$ cat config.mk
export PLATFORM = sky130hd
export DESIGN_NAME = dpec_fifo
export DESIGN_NICKNAME = d
export VERILOG_FILES = /design/src/hw/rtl/dpec_pkg.sv /design/src/hw/rtl/dpec_fifo.sv
export SDC_FILE = /design/constraint.sdc
export NUM_CORES = 1
export LEC_CHECK = 0
export BUFFER_PORTS_ARGS = -buffer_cell sky130_fd_sc_hd__buf_2
export CORE_MARGIN = 5
export CORE_UTILIZATION = 40
export DETAILED_ROUTE_END_ITERATION = 10
export GPL_ROUTABILITY_DRIVEN = 0
export SYNTH_ARGS = -nofsm -noshare
export SYNTH_HDL_FRONTEND = slang
export SYNTH_SLANG_ARGS = --single-unit
$ cat constraint.sdc
create_clock -name clk -period 6.25 [get_ports clk]
set_input_delay 0.9375 -clock clk [delete_from_list [all_inputs] [get_ports clk]]
set_output_delay 0.9375 -clock clk [all_outputs]
set_load 0.01 [all_outputs]
$ cat src/hw/rtl/dpec_pkg.sv
// shared widths, payload type and saturation helper for the disc pair collision block
package dpec_pkg;

  localparam int POS_W              = 16;
  localparam int VEL_W              = 16;
  localparam int RAD_W              = 10;
  localparam int D_W                = POS_W + 1;
  localparam int DD_W               = 2 * D_W + 1;
  localparam int DOT_W              = 2 * D_W + 1;
  localparam int PROD_W             = DOT_W + D_W;
  localparam int NUM_W              = PROD_W;
  localparam int DEN_W              = DD_W + 1;
  localparam int Q_W                = VEL_W + 1;
  localparam int QS_W               = Q_W + 1;
  localparam int NV_W               = QS_W + 1;
  localparam int FIFO_DEPTH         = 4;
  localparam int POS_FRAC_BITS_DEF  = 4;

  // classified pair handed from front to back
  typedef struct packed {
    logic signed [VEL_W-1:0] avx;
    logic signed [VEL_W-1:0] avy;
    logic signed [VEL_W-1:0] bvx;
    logic signed [VEL_W-1:0] bvy;
    logic signed [D_W-1:0]   dx;
    logic signed [D_W-1:0]   dy;
    logic [DD_W-1:0]         dd;
    logic signed [DOT_W-1:0] dot;
    logic                    ovl;
    logic                    exch;
  } cls_t;

  function automatic logic signed [VEL_W-1:0] sat_vel(input logic signed [NV_W-1:0] v);
    logic signed [NV_W-1:0] hi;
    logic signed [NV_W-1:0] lo;
    hi = NV_W'(signed'({1'b0, {(VEL_W-1){1'b1}}}));
    lo = NV_W'(signed'({1'b1, {(VEL_W-1){1'b0}}}));
    if (v > hi) begin
      sat_vel = hi[VEL_W-1:0];
    end else if (v < lo) begin
      sat_vel = lo[VEL_W-1:0];
    end else begin
      sat_vel = v[VEL_W-1:0];
    end
  endfunction

endpackage

$ cat src/hw/rtl/dpec_fifo.sv
// short queue of classified pairs between front and back
module dpec_fifo (
  input  logic           clk,
  input  logic           rst,
  input  logic           push,
  input  dpec_pkg::cls_t wdata,
  input  logic           pop,
  output dpec_pkg::cls_t rdata,
  output logic           full,
  output logic           empty
);
  import dpec_pkg::*;

  localparam int AW = $clog2(FIFO_DEPTH);

  cls_t          mem [FIFO_DEPTH];
  logic [AW-1:0] wptr, rptr;
  logic [AW:0]   count;

  assign full  = count == (AW+1)'(FIFO_DEPTH);
  assign empty = count == '0;
  assign rdata = mem[rptr];

  always_ff @(posedge clk) begin
    if (rst) begin
      wptr  <= '0;
      rptr  <= '0;
      count <= '0;
    end else begin
      if (push) begin
        wptr <= (wptr == AW'(FIFO_DEPTH-1)) ? '0 : wptr + 1'b1;
      end
      if (pop) begin
        rptr <= (rptr == AW'(FIFO_DEPTH-1)) ? '0 : rptr + 1'b1;
      end
      if (push && !pop) begin
        count <= count + 1'b1;
      end else if (pop && !push) begin
        count <= count - 1'b1;
      end
    end
  end

  always_ff @(posedge clk) begin
    if (push) begin
      mem[wptr] <= wdata;
    end
  end

endmodule

[After elaboration in Yosys (flattened, before gate mapping)]
Memory sizes are Yosys's and may differ from the RTL's. A register that Yosys moved wholly into a read port is not among the register bits.
Index checks and enable logic that the tools add are counted.
Storage, ports and cells
  flip-flop bits (word level): 7
  word-level logic and storage cells: 25
  RAM bits: 680
  output and inout port bits: 172
  memories: 1
  bits of input ports: 174
Operators by class
  $add $sub $neg: 4
  reductions and logical operators: 6
  equality and inequality tests: 3
  muxes and demuxes: 8
Memories
  mem: words 4, bits a word 170, rd ports 1, clocked after Yosys merged registers in 1, write ports 1, RTL line dpec_fifo.sv:16  | cls_t mem [FIFO_DEPTH];
Operators with widths (number)
  2-to-1 mux 2 bit: 4
  2-to-1 mux 3 bit: 2
  adder 2 x 1 -> 2 bit, second input constant: 2
  equality test 2 bit, second input constant: 2
  adder 3 x 1 -> 3 bit, second input constant: 1
  equality test 3 bit, second input constant: 1
  zero test 3 bit: 1
  subtractor 3 x 1 -> 3 bit, second input constant: 1
  logical AND 1 bit: 2
  zero test 1 bit: 2
  2-to-1 mux 1 bit: 2
  nonzero test 2 bit: 1

[Longest topological paths before layout]
  word-level depth: 4
  depth in mapped cells: 7
  mapped depth without buffers: 7

[Worst setup path before layout]
Ideal clock, no wire load.
  kind: input to register
  from: input port push
  to: memory mem[0][0] in the netlist's numbering (enable)
  path buffers: 0
  setup time: 0.550 ns
  data arrival time: 4.806 ns
  stages on the path: 1
  path slack: 0.894 ns
  path through: and2_1
Between the ends
  longest elaborated chain between the ends: 2
Ends and longest elaborated chain
  start, declared: RTL line dpec_fifo.sv:5  | input logic push,
  2-to-1 mux 1 bit: RTL line dpec_fifo.sv:45  | if (push) begin
  2-to-1 mux 1 bit (implied by the code): RTL line dpec_fifo.sv:46  | mem[wptr] <= wdata;
  end, declared: RTL line dpec_fifo.sv:16
Every way passes these cells.

==> metrics.md <==
| Metric | Value |
|---|---|
| Outcome | complete, no violations |
| Post-CTS Resized | 0 |
| Peak VDD IR | 0.246 mV |
| Via count | 11,126 |
| Wire per inst | 22.5 um |
| PD cells | 340 mW/mm^2 |
| Initial DRC Count | 676 |
| Initial Utilization | 40.4% |
| Share of cells above drive strength 1 | 45.7% |
| Final hold violations | 0 |
| Die W | 260 um |
| Largest net degree at the start of global routing | 91 |
| FF-to-FF setup slack | 3830 ps |
| Max Clk Rate | 265 MHz |
| Cell variety after synth | 18 |
| CTS tree | built |
| Nets | 1,506 |
| YS warnings | 0 |
| Vias in the first global route | 12,022 |
| Top cell type's share of synthesized area | 81.9% |
| Final hold slack | 504 ps |
| GRT Overall Usage | 14.7% |
| Largest family of logic cells by synthesized area | multiplexers |
| Die Area | 0.0675 mm^2 |
| First-pass iteration count of the detailed router | 4 |
| Cells along the critical path | buf_12, mux4_2, buf_2 |
| Port buffer count | 345 |
| Remaining DRCs | 0 |
| Dominant cells by area after synthesis | edfxtp_1 (82%), mux4_2 (15%), dfxtp_1 (0.72%), buf_6 (0.54%), buf_2 (0.38%) |
| Post-synthesis mux area share | 15.5% |
| Minimum clock period | 3770 ps |
| CP Capture Type | output port |
| Critical Path AT | 2830 ps |
| DR vias/cell | 5.01 |
| Worst-Margin Slew | 996 ps |
| Critical Path End | rdata[113] |
| Syn Std Cell Area | 0.0249 mm^2 |
| Synth Area in Adders | 0.381% |
| Setup-failing EPs final | 0 |
| Synth Instances | 932 |
| Final period util | 60.3% |
| Mean Syn Cell Area | 26.8 um^2 |
| Crit-path max FO | 76 |
| Worst Hold Class | reg -> reg |
| R2R Path Start | wptr[0] |
| Syn_nets | 1,113 |
| Slew Limit Fails | 0 |
| WL final | 50,100 um |
| Cts hold-fix bufs | 0 |
| FF+latch count, synth | 689 |
| Synth Area in Compound Gates | 0.0602% |
| Global-route wire length before repair | 75,200 um |
| Worst skew pair latency | 590 ps |
| Clk sinks | 689 |
| Setup bufs post-CTS | 0 |
| Setup total negative slack | 0 ps |
| CTS root buf | clkbuf_16 |
| Max Cap Violations | 0 |
| Layout Skew | 18.0 ps |
| Synth Area in Simple Gates | 0.311% |
| Max Root-Sink Buffers | 3 |
| R2R depth | 4 |
| Synth area leader | edfxtp_1 |
| Crit path required time | 5310 ps |
| Commonest cells after routing, fill and taps aside | edfxtp_1 (680), buf_2 (345), mux4_2 (170), clkbuf_16 (75), clkinv_1 (18) |
| DP HPWL | 29,300 um |
| I/O pin cnt | 346 |
| Xor-xnor portion of the synthesized cell area | 0.0702% |
| Relative slew margins | 33.6% |
| CTS Buf Count | 72 |
| Layout area overhead | 19.8% |
| Seq/Total Area, Yosys | 82.6% |
| Slowest CP cell | dfxtp_4 |
| Highest cell delay on the worst timing path | 760 ps |
| Initial antenna violation count | 18 |
| DRT antenna net count | 0 |
| RSZ-0062 raised after global routing | false |
| Std-Cell Rows | 91 |
| Most common cell after layout, fill and taps aside | edfxtp_1 |
| Clock slew at reported path FFs | 60 ps |
| P_leak | 9.92 nW |
| Worst r2r dst | mem[0][113] |
| H-tree depth | 3 |
| Core area | 0.0617 mm^2 |
| WS Path Type | reg -> out |
| Startpoint types | flop |
| Die Height | 260 um |
| GR Overflow Total | 0 |
| Fill cells | 5,082 |
-- power by group --
| part | switching (mW) | internal (mW) | total (mW) |
|---|---|---|---|
| combinational | 0.464 | 0.368 | 0.832 |
| sequential | 0.0563 | 5.30 | 5.36 |
| clock | 1.70 | 2.29 | 3.99 |
| total | 2.22 | 7.96 | 10.2 |
-- state kept, by name, indices dropped and copies added, names as in the netlist, named ones only --
| register | flops |
|---|---|
| count | 3 |
| wptr | 2 |
| mem | 680 |
| rptr | 2 |
-- critical path, delay by kind of cell, from the launching register on --
| kind | cells | cell delay [ps] |
|---|---|---|
| flip-flops | 1 | 760 |
| buffers and inverters | 2 | 760 |
| multiplexers | 1 | 620 |
-- through the flow --
step / total power, mW / area [um^2] / cells / worst slack, ps / utilization [%]
6_report: 10.2 / 29900 / 2222 / 2480 / 48.4
3_5_place_dp: 6.32 / 27700 / 2088 / 3020 / 44.8
4_1_cts: 10.3 / 29900 / 2217 / 2360 / 48.4
3_3_place_gp: 6.29 / 27700 / 2088 / 3010 / 44.8
2_1_floorplan: 5.95 / 24900 / 932 / 894 / -
5_1_grt: 10.6 / 29900 / 2218 / 2210 / 48.4
-- layout make-up --
class	count	area [um^2]	area share [%]
antenna	5	12.5	0.0419
clock buffer	88	1930	6.44
clock inverter	41	295	0.988
inverter	4	15.0	0.0502
multi-input combinational	201	4080	13.7
sequential	689	20600	68.9
tap	837	1050	3.50
timing repair buffer	357	1900	6.37
-- cells by family (layout without fill, tap and decap cells) --
group / count (synthesis) / after routing
flops: 689 / 689
mux: 174 / 174
buf+inv: 42 / 490
simple gates: 15 / 15
fa+ha+maj: 7 / 7
compound gates: 3 / 3
xor+xnor: 2 / 2
other cells: 0 / 5
-- cells in the mapped netlist --
master and instances:
ha_1 6, nor2_1 7, or3_1 1, inv_1 4
buf_2 19, nor3_1 1, a21oi_1 2, dfxtp_1 9
mux2i_1 4, edfxtp_1 680, fa_1 1, buf_6 12
clkbuf_1 7, o21ai_0 1, xor2_1 2, mux4_2 170
nor3b_1 2, and2_1 4
-- per-layer routing --
| layer | wire length, um | track usage (%) | share of wire, % | up-vias |
|---|---|---|---|---|
| li1 | - | - | - | 4849 |
| met1 | 20300 | 19.2 | 41 | 5836 |
| met2 | 24200 | 23.1 | 48 | 328 |
| met3 | 4650 | 6.10 | 9.3 | 91 |
| met4 | 835 | 3.83 | 1.7 | 22 |
| met5 | 155 | 0 | 0.31 | - |
-- how the worst min path moves through the flow --
| stage | start | cells after the start | end | slack (ps) |
|---|---|---|---|---|
| 2_1_floorplan | count[2] | 2 | count[2] | 460 |
| 3_3_place_gp | count[2] | 2 | count[2] | 490 |
| 3_5_place_dp | count[2] | 2 | count[2] | 500 |
| 4_1_cts | wdata[84] | 1 | mem[1][84] | 500 |
| 5_1_grt | wdata[140] | 1 | mem[3][140] | 520 |
| 6_report | count[2] | 2 | count[2] | 500 |
(Power assumes the default switching activity.)
