[config.mk]
export PLATFORM = sky130hd
export DESIGN_NAME = dpec_front
export DESIGN_NICKNAME = d
export VERILOG_FILES = /design/src/hw/rtl/dpec_pkg.sv /design/src/hw/rtl/dpec_front.sv
export SDC_FILE = /design/constraint.sdc
export NUM_CORES = 2
export LEC_CHECK = 0
export BUFFER_PORTS_ARGS = -buffer_cell sky130_fd_sc_hd__buf_2
export CAP_MARGIN = 20
export CORE_ASPECT_RATIO = 2
export CORE_UTILIZATION = 45
export CTS_BUF_LIST = sky130_fd_sc_hd__clkbuf_8
export DETAILED_ROUTE_END_ITERATION = 6
export PLACE_DENSITY = 0.67
export SYNTH_ARGS = -nofsm -noshare
export SYNTH_HDL_FRONTEND = slang
export SYNTH_SLANG_ARGS = --single-unit
[constraint.sdc]
create_clock -name clk -period 24.3 [get_ports clk]
set_clock_uncertainty 0.2 [all_clocks]
set_input_delay 4.86 -clock clk [delete_from_list [all_inputs] [get_ports clk]]
set_output_delay 4.86 -clock clk [all_outputs]
set_load 0.1 [all_outputs]
[src/hw/rtl/dpec_pkg.sv]
// shared widths, payload type and saturation helper for the disc pair collision block
package dpec_pkg;

  localparam int POS_W              = 16;
  localparam int VEL_W              = 16;
  localparam int RAD_W              = 10;
  localparam int D_W                = POS_W + 1;
  localparam int DD_W               = 2 * D_W + 1;
  localparam int DOT_W              = 2 * D_W + 1;
  localparam int PROD_W             = DOT_W + D_W;
  localparam int NUM_W              = PROD_W;
  localparam int DEN_W              = DD_W + 1;
  localparam int Q_W                = VEL_W + 1;
  localparam int QS_W               = Q_W + 1;
  localparam int NV_W               = QS_W + 1;
  localparam int FIFO_DEPTH         = 4;
  localparam int POS_FRAC_BITS_DEF  = 4;

  // classified pair handed from front to back
  typedef struct packed {
    logic signed [VEL_W-1:0] avx;
    logic signed [VEL_W-1:0] avy;
    logic signed [VEL_W-1:0] bvx;
    logic signed [VEL_W-1:0] bvy;
    logic signed [D_W-1:0]   dx;
    logic signed [D_W-1:0]   dy;
    logic [DD_W-1:0]         dd;
    logic signed [DOT_W-1:0] dot;
    logic                    ovl;
    logic                    exch;
  } cls_t;

  function automatic logic signed [VEL_W-1:0] sat_vel(input logic signed [NV_W-1:0] v);
    logic signed [NV_W-1:0] hi;
    logic signed [NV_W-1:0] lo;
    hi = NV_W'(signed'({1'b0, {(VEL_W-1){1'b1}}}));
    lo = NV_W'(signed'({1'b1, {(VEL_W-1){1'b0}}}));
    if (v > hi) begin
      sat_vel = hi[VEL_W-1:0];
    end else if (v < lo) begin
      sat_vel = lo[VEL_W-1:0];
    end else begin
      sat_vel = v[VEL_W-1:0];
    end
  endfunction

endpackage

[src/hw/rtl/dpec_front.sv]
// front pipeline: differences, products, overlap and approach test
module dpec_front #(
  parameter int POS_FRAC_BITS = dpec_pkg::POS_FRAC_BITS_DEF
) (
  input  logic                          clk,
  input  logic                          rst,
  input  logic                          in_valid,
  output logic                          in_ready,
  input  logic [dpec_pkg::POS_W-1:0]    a_pos_x,
  input  logic [dpec_pkg::POS_W-1:0]    a_pos_y,
  input  logic signed [dpec_pkg::VEL_W-1:0] a_vel_x,
  input  logic signed [dpec_pkg::VEL_W-1:0] a_vel_y,
  input  logic [dpec_pkg::RAD_W-1:0]    a_radius,
  input  logic [dpec_pkg::POS_W-1:0]    b_pos_x,
  input  logic [dpec_pkg::POS_W-1:0]    b_pos_y,
  input  logic signed [dpec_pkg::VEL_W-1:0] b_vel_x,
  input  logic signed [dpec_pkg::VEL_W-1:0] b_vel_y,
  input  logic [dpec_pkg::RAD_W-1:0]    b_radius,
  input  logic                          q_full,
  output logic                          push,
  output dpec_pkg::cls_t                item
);
  import dpec_pkg::*;

  localparam int RS_W  = RAD_W + 1 + POS_FRAC_BITS;
  localparam int RS2_W = 2 * RS_W;
  localparam int CMP_W = (RS2_W > DD_W) ? RS2_W : DD_W;

  logic v1, v2, v3;
  logic en;

  logic signed [D_W-1:0]   dx1, dy1, dvx1, dvy1;
  logic [RS_W-1:0]         rs1;
  logic signed [D_W-1:0]   dx2, dy2, dx3, dy3;
  logic signed [2*D_W-1:0] sqx2, sqy2, pdx2, pdy2;
  logic [RS2_W-1:0]        rs2_2, rs2_3;
  logic [DD_W-1:0]         dd3;
  logic signed [DOT_W-1:0] dot3;
  logic signed [VEL_W-1:0] avx1, avy1, bvx1, bvy1;
  logic signed [VEL_W-1:0] avx2, avy2, bvx2, bvy2;
  logic signed [VEL_W-1:0] avx3, avy3, bvx3, bvy3;
  logic [RAD_W:0]          rsum;
  logic                    ovl;

  assign en       = !v3 || !q_full;
  assign in_ready = en;
  assign push     = v3 && !q_full;
  assign rsum     = {1'b0, a_radius} + {1'b0, b_radius};

  always_ff @(posedge clk) begin
    if (rst) begin
      v1 <= 1'b0;
      v2 <= 1'b0;
      v3 <= 1'b0;
    end else if (en) begin
      v1 <= in_valid;
      v2 <= v1;
      v3 <= v2;
    end
  end

  always_ff @(posedge clk) begin
    if (en) begin
      dx1   <= $signed({1'b0, a_pos_x}) - $signed({1'b0, b_pos_x});
      dy1   <= $signed({1'b0, a_pos_y}) - $signed({1'b0, b_pos_y});
      dvx1  <= $signed({a_vel_x[VEL_W-1], a_vel_x}) - $signed({b_vel_x[VEL_W-1], b_vel_x});
      dvy1  <= $signed({a_vel_y[VEL_W-1], a_vel_y}) - $signed({b_vel_y[VEL_W-1], b_vel_y});
      rs1   <= RS_W'(rsum) << POS_FRAC_BITS;
      avx1  <= a_vel_x;
      avy1  <= a_vel_y;
      bvx1  <= b_vel_x;
      bvy1  <= b_vel_y;

      sqx2  <= dx1 * dx1;
      sqy2  <= dy1 * dy1;
      pdx2  <= dvx1 * dx1;
      pdy2  <= dvy1 * dy1;
      rs2_2 <= rs1 * rs1;
      dx2   <= dx1;
      dy2   <= dy1;
      avx2  <= avx1;
      avy2  <= avy1;
      bvx2  <= bvx1;
      bvy2  <= bvy1;

      dd3   <= {1'b0, sqx2} + {1'b0, sqy2};
      dot3  <= DOT_W'(pdx2) + DOT_W'(pdy2);
      rs2_3 <= rs2_2;
      dx3   <= dx2;
      dy3   <= dy2;
      avx3  <= avx2;
      avy3  <= avy2;
      bvx3  <= bvx2;
      bvy3  <= bvy2;
    end
  end

  assign ovl = CMP_W'(rs2_3) > CMP_W'(dd3);

  always_comb begin
    item.avx  = avx3;
    item.avy  = avy3;
    item.bvx  = bvx3;
    item.bvy  = bvy3;
    item.dx   = dx3;
    item.dy   = dy3;
    item.dd   = dd3;
    item.dot  = dot3;
    item.ovl  = ovl;
    // overlapping, approaching and not coincident
    item.exch = ovl && dot3[DOT_W-1] && (dd3 != '0);
  end

endmodule

# After elaboration in Yosys (flattened, before gate mapping)
# Index checks and enable logic that the tools add are counted.
word_totals:
  mem_count: 0
  wordCells: 52
  ram_bits: 0
  inputBits: 152
  regBits: 608
  mem_bits_ro: 0
  out_inout_bits: 172
  latch_bits: 0
classes:
  shifts: 0
  div_mod_pow: 0
  n_lt_le_gt_ge: 1
  n_mux: 0
  mul: 5
  reduce_logical: 7
  eq_ne: 0
  bitwise: 0
  add_sub_neg: 7
op_table:
  columns: ["cell", "count"]
  rows:
  - ["17-bit by 17-bit multiplier with 34-bit output", 4]
  - ["34-bit by 34-bit adder with 35-bit output", 2]
  - ["16-bit by 16-bit subtractor with 17-bit output", 4]
  - ["30-bit by 35-bit > comparator with 1-bit output", 1]
  - ["35-bit nonzero test", 1]
  - ["11-bit by 11-bit multiplier with 22-bit output", 1]
  - ["10-bit by 10-bit adder with 11-bit output", 1]
  - ["1-bit logical AND", 3]
  - ["1-bit logical NOT", 2]
  - ["1-bit logical OR", 1]

# Longest topological paths before layout
depth:
  depth_word: 3
  ltp_mapped: 26
  mapped_depth_nobuf: 25

# Least setup slack after synthesis
# No wires, ideal clock.
synth_timing:
  path_type: "input port to output port"
  startpoint: "in q_full"
  endpoint: "out in_ready"
  arrival_time_ps: 17671
  path_stages: 1
  path_slack_ps: 1569
  required_time_ps: 19240
  n_path_buf: 0
  path_cell_list: "nand2_1"
synth_between:
  elab_chain_len: 2
synth_lines:
  columns: ["element", "line_no", "rtl"]
  rows:
  - ["start: declaration", "dpec_front.sv:19", "input logic q_full,"]
  - ["1-bit logical NOT", "dpec_front.sv:45", "assign en = !v3 || !q_full;"]
  - ["1-bit logical OR", "dpec_front.sv:45", null]
  - ["end: declaration", "dpec_front.sv:8", "output logic in_ready,"]
# Every way passes these cells.

# Final worst setup path
# Ends and elaborated chain as after synthesis.

==> flow_summary_export.csv <==
group,metric,value,unit
run_status,status,"complete, no violations",
grt,grt_use_total,0.212,
detailed_routing,via_density_per_instance,5.19,
layout,flow.area_growth_from_synthesis,8.49,%
die,placementRows,202,
logic_synthesis,yosys_register_bits,586,
die,chipHeight,555,um
worst_setup_path,cpPeakStageDelay,0.55,ns
logic_synthesis,ys_warn_count,0,
sta,setup-violations-final,0,
sta,period_utilization_post_route,0.459,
detailed_routing,detail-route-antenna-nets,0,
logic_synthesis,postSynth.topFlopCell,"sky130_fd_sc_hd__edfxtp_1",
clock_network,htreeDepth,3,
logic_synthesis,synthDistinctLibCells,89,
clock_network,post_cts_buffers,0,
layout,sequential_cell_area,17600,sq um
sta,max_freq,0.0897,GHz
clock_network,clock_tree.buffer_depth,3,
sta,rsz0062_at_grt,"no",
detailed_routing,drc,0,
layout,multi_input_area,44800,sq um
sta,max-slew-margin-rel,0.280,
worst_setup_path,worstPathMaxFanout,46,
worst_setup_path,number_of_cells_traversed_by_the_worst_register_to_register_path,24,
hold_path,hp-start,"avy2[15]$_DFFE_PP_",
worst_setup_path,worst-endpoint-required,19.24,ns
worst_setup_path,worst_ep_arrival_time,6.09,ns
detailed_routing,drt-pass1-iter-count,6,
clock_network,cts_inserted_buffers,90,
hold_path,hold_class,"reg2reg",
run,maxCapViolCount,0,
worst_setup_path,endpoint_kind,"primary output",
detailed_routing,vias,45296,
logic_synthesis,synth.top_cells.by_count,"sky130_fd_sc_hd__inv_1 (1,541), sky130_fd_sc_hd__fa_1 (1,195), sky130_fd_sc_hd__edfxtp_1 (583), sky130_fd_sc_hd__ha_1 (567), sky130_fd_sc_hd__nand2_1 (528)",
worst_setup_path,cp-startpoint,"q_full",
die,design.die.area,154000,sq um
worst_setup_path,critical_path_class,"in2out",
sta,setup_tns,0,ns
sta,timing.final.max_slew_violations,0,
worst_setup_path,critical-path-top-cell-by-count,"sky130_fd_sc_hd__buf_2",
worst_setup_path,worst_path_max_delay_cell,"sky130_fd_sc_hd__buf_2",
logic_synthesis,synth.yosys.seq_area_share,0.255,
logic_synthesis,synth.area.top_cells,"sky130_fd_sc_hd__fa_1 (35%), sky130_fd_sc_hd__edfxtp_1 (25%), sky130_fd_sc_hd__ha_1 (10%)",
clock_network,clock_insertion_delay_worst_skew,0.82,ns
clock_network,total_number_of_clock_tree_sinks,586,
die,design.core.area,152000,sq um
clock_network,ctsHoldBuffers,0,
worst_setup_path,reg2reg_from,"dy1[11]$_DFFE_PP_",
place,placement.io_buffers,323,
logic_synthesis,syn_area_per_cell,10.7,sq um
grt,global_route_wire_length_before_repair,255,mm
logic_synthesis,synth-edff-count,583,
worst_setup_path,ff2ff_setup_slack,16.82,ns
grt,grt_max_degree,168,
logic_synthesis,netlist_instances,6419,
logic_synthesis,cell_type_with_the_largest_total_area_after_synthesis,"sky130_fd_sc_hd__fa_1",
layout,fillCellCount,13663,
grt,grt_pass1_vias,50507,
logic_synthesis,synth_area,68800,sq um
die,die-width,278,um
layout,fraction_of_final_layout_cells_sized_beyond_drive_strength_1,0.0813,
detailed_routing,routed_wirelength,158,mm
grt,grt_antenna_before_repair,2,
worst_setup_path,worst_setup_path_start_kind,"primary input",
detailed_routing,average_wire_per_standard_cell,18.1,um
place,gp_routability_congestion,0.881,
sta,period_needed,11.15,ns
clock_network,cts_tree,"built",
worst_setup_path,path_cells,"buf_2 -> nand2_4 -> buf_2",
grt,global_route_congestion_overflow_total,0,
die,top_level_ports,324,
clock_network,cts-root-buf,"sky130_fd_sc_hd__clkbuf_8",
logic_synthesis,synth_top_area_share,0.348,
sta,final-hold-violation-count,0,
logic_synthesis,synth_most_common_cell,"sky130_fd_sc_hd__inv_1",
clock_network,cts_repair_resize_count,0,
clock_network,clkTransAtPathRegs,0.08,ns
logic_synthesis,asyncSetResetFlopFracSynth,0,
logic_synthesis,post_synthesis_net_count,8333,
die,initial_utilization,0.453,
place,place.detailed.hpwl,126,mm
sta,worst_pin_slew,1.08,ns
detailed_routing,drtIter0Drc,2136,
layout,finalNetCount,8632,
worst_setup_path,worstReg2RegEnd,"sqy2[31]$_DFFE_PP_",
worst_setup_path,last_element_of_the_critical_path,"in_ready",
cell usage in the layout, fill, tap and decap left out, drive strengths merged, types with 9 or more instances in the layout:
master | Yosys | final
inv | 1541 | 1566
fa | 1195 | 1195
edfxtp | 583 | 583
ha | 567 | 567
nand2 | 528 | 528
and2 | 437 | 437
buf | 4 | 367
nor2 | 250 | 250
xnor2 | 212 | 212
a21oi | 171 | 171
o21ai | 102 | 102
clkbuf | 156 | 92
a21o | 85 | 85
xor2 | 67 | 67
nand3 | 58 | 58
nand2b | 50 | 50
nor3 | 45 | 45
o21a | 45 | 45
nor2b | 43 | 43
clkinv | 2 | 35
a31oi | 25 | 25
o21bai | 20 | 20
and3 | 19 | 19
a211oi | 17 | 17
a21boi | 17 | 17
bufinv | 0 | 14
o211ai | 13 | 13
nand4 | 12 | 12
nor4 | 12 | 12
or3 | 10 | 10
a31o | 9 | 9
or2 | 9 | 9
o31ai | 9 | 9
through the flow:
stage	instance area, sq um	util	setup slack [ns]	hold slack, ns	cells
floorplan	68800	-	1.57	0.200	6419
global placement	72600	0.479	13.13	0.201	8564
detailed placement	72600	0.479	13.11	0.205	8564
CTS	74600	0.492	13.11	0.207	8730
global route	74600	0.492	13.06	0.218	8732
finish	74600	0.492	13.15	0.202	8732
sequential cells by signal, indices dropped and copies added (netlist names), 21 cells and up:
signal,cells
rs2_3,21
dot3,35
sqy2,32
pdy2,34
rs2_2,21
sqx2,32
dd3,35
pdx2,34
worst max-delay path: cells and delay by family:
kind	cells	cell delay [ns]
buf+inv	2	0.69
simple gates	1	0.49
how the worst min path moves through the flow:
stage / depth (start not counted) / end / slack (ns)
2_1_floorplan: 0 / avx2[0]$_DFFE_PP_ / 0.20
3_3_place_gp: 0 / avy2[8]$_DFFE_PP_ / 0.20
3_5_place_dp: 0 / avx3[3]$_DFFE_PP_ / 0.20
4_1_cts: 0 / avy3[15]$_DFFE_PP_ / 0.21
5_1_grt: 0 / dy3[12]$_DFFE_PP_ / 0.22
6_report: 0 / avy3[15]$_DFFE_PP_ / 0.20
cells by family after synthesis:
logic type | Yosys count | share of synthesized area
compound gates | 597 | 0.0585
xor+xnor | 279 | 0.0355
fa+ha+maj | 1762 | 0.451
buf+inv | 1703 | 0.0930
flops | 586 | 0.255
mux | 4 | 0.000637
simple gates | 1488 | 0.106
routing by layer:
layer / global-route usage / vias to the layer above / wire length (um)
li1: - / 20517 / -
met1: 0.215 / 23042 / 53600
met2: 0.404 / 1251 / 87000
met3: 0.0333 / 486 / 7610
met4: 0.125 / 0 / 9750
met5: 0 / - / 0
layout make-up:
cell class                      instances  share of cell area
Inverter                             1543              0.0776
Clock inverter                         74              0.0102
Tap cell                             1938              0.0325
Sequential cell                       586               0.235
Antenna cell                            2           0.0000671
Timing Repair Buffer                  367              0.0264
Clock buffer                           92              0.0170
Multi-Input combinational cell       4130               0.601
Power is not shown: default switching activity piles up to over one toggle a cycle in this logic, so the estimate is an artifact.
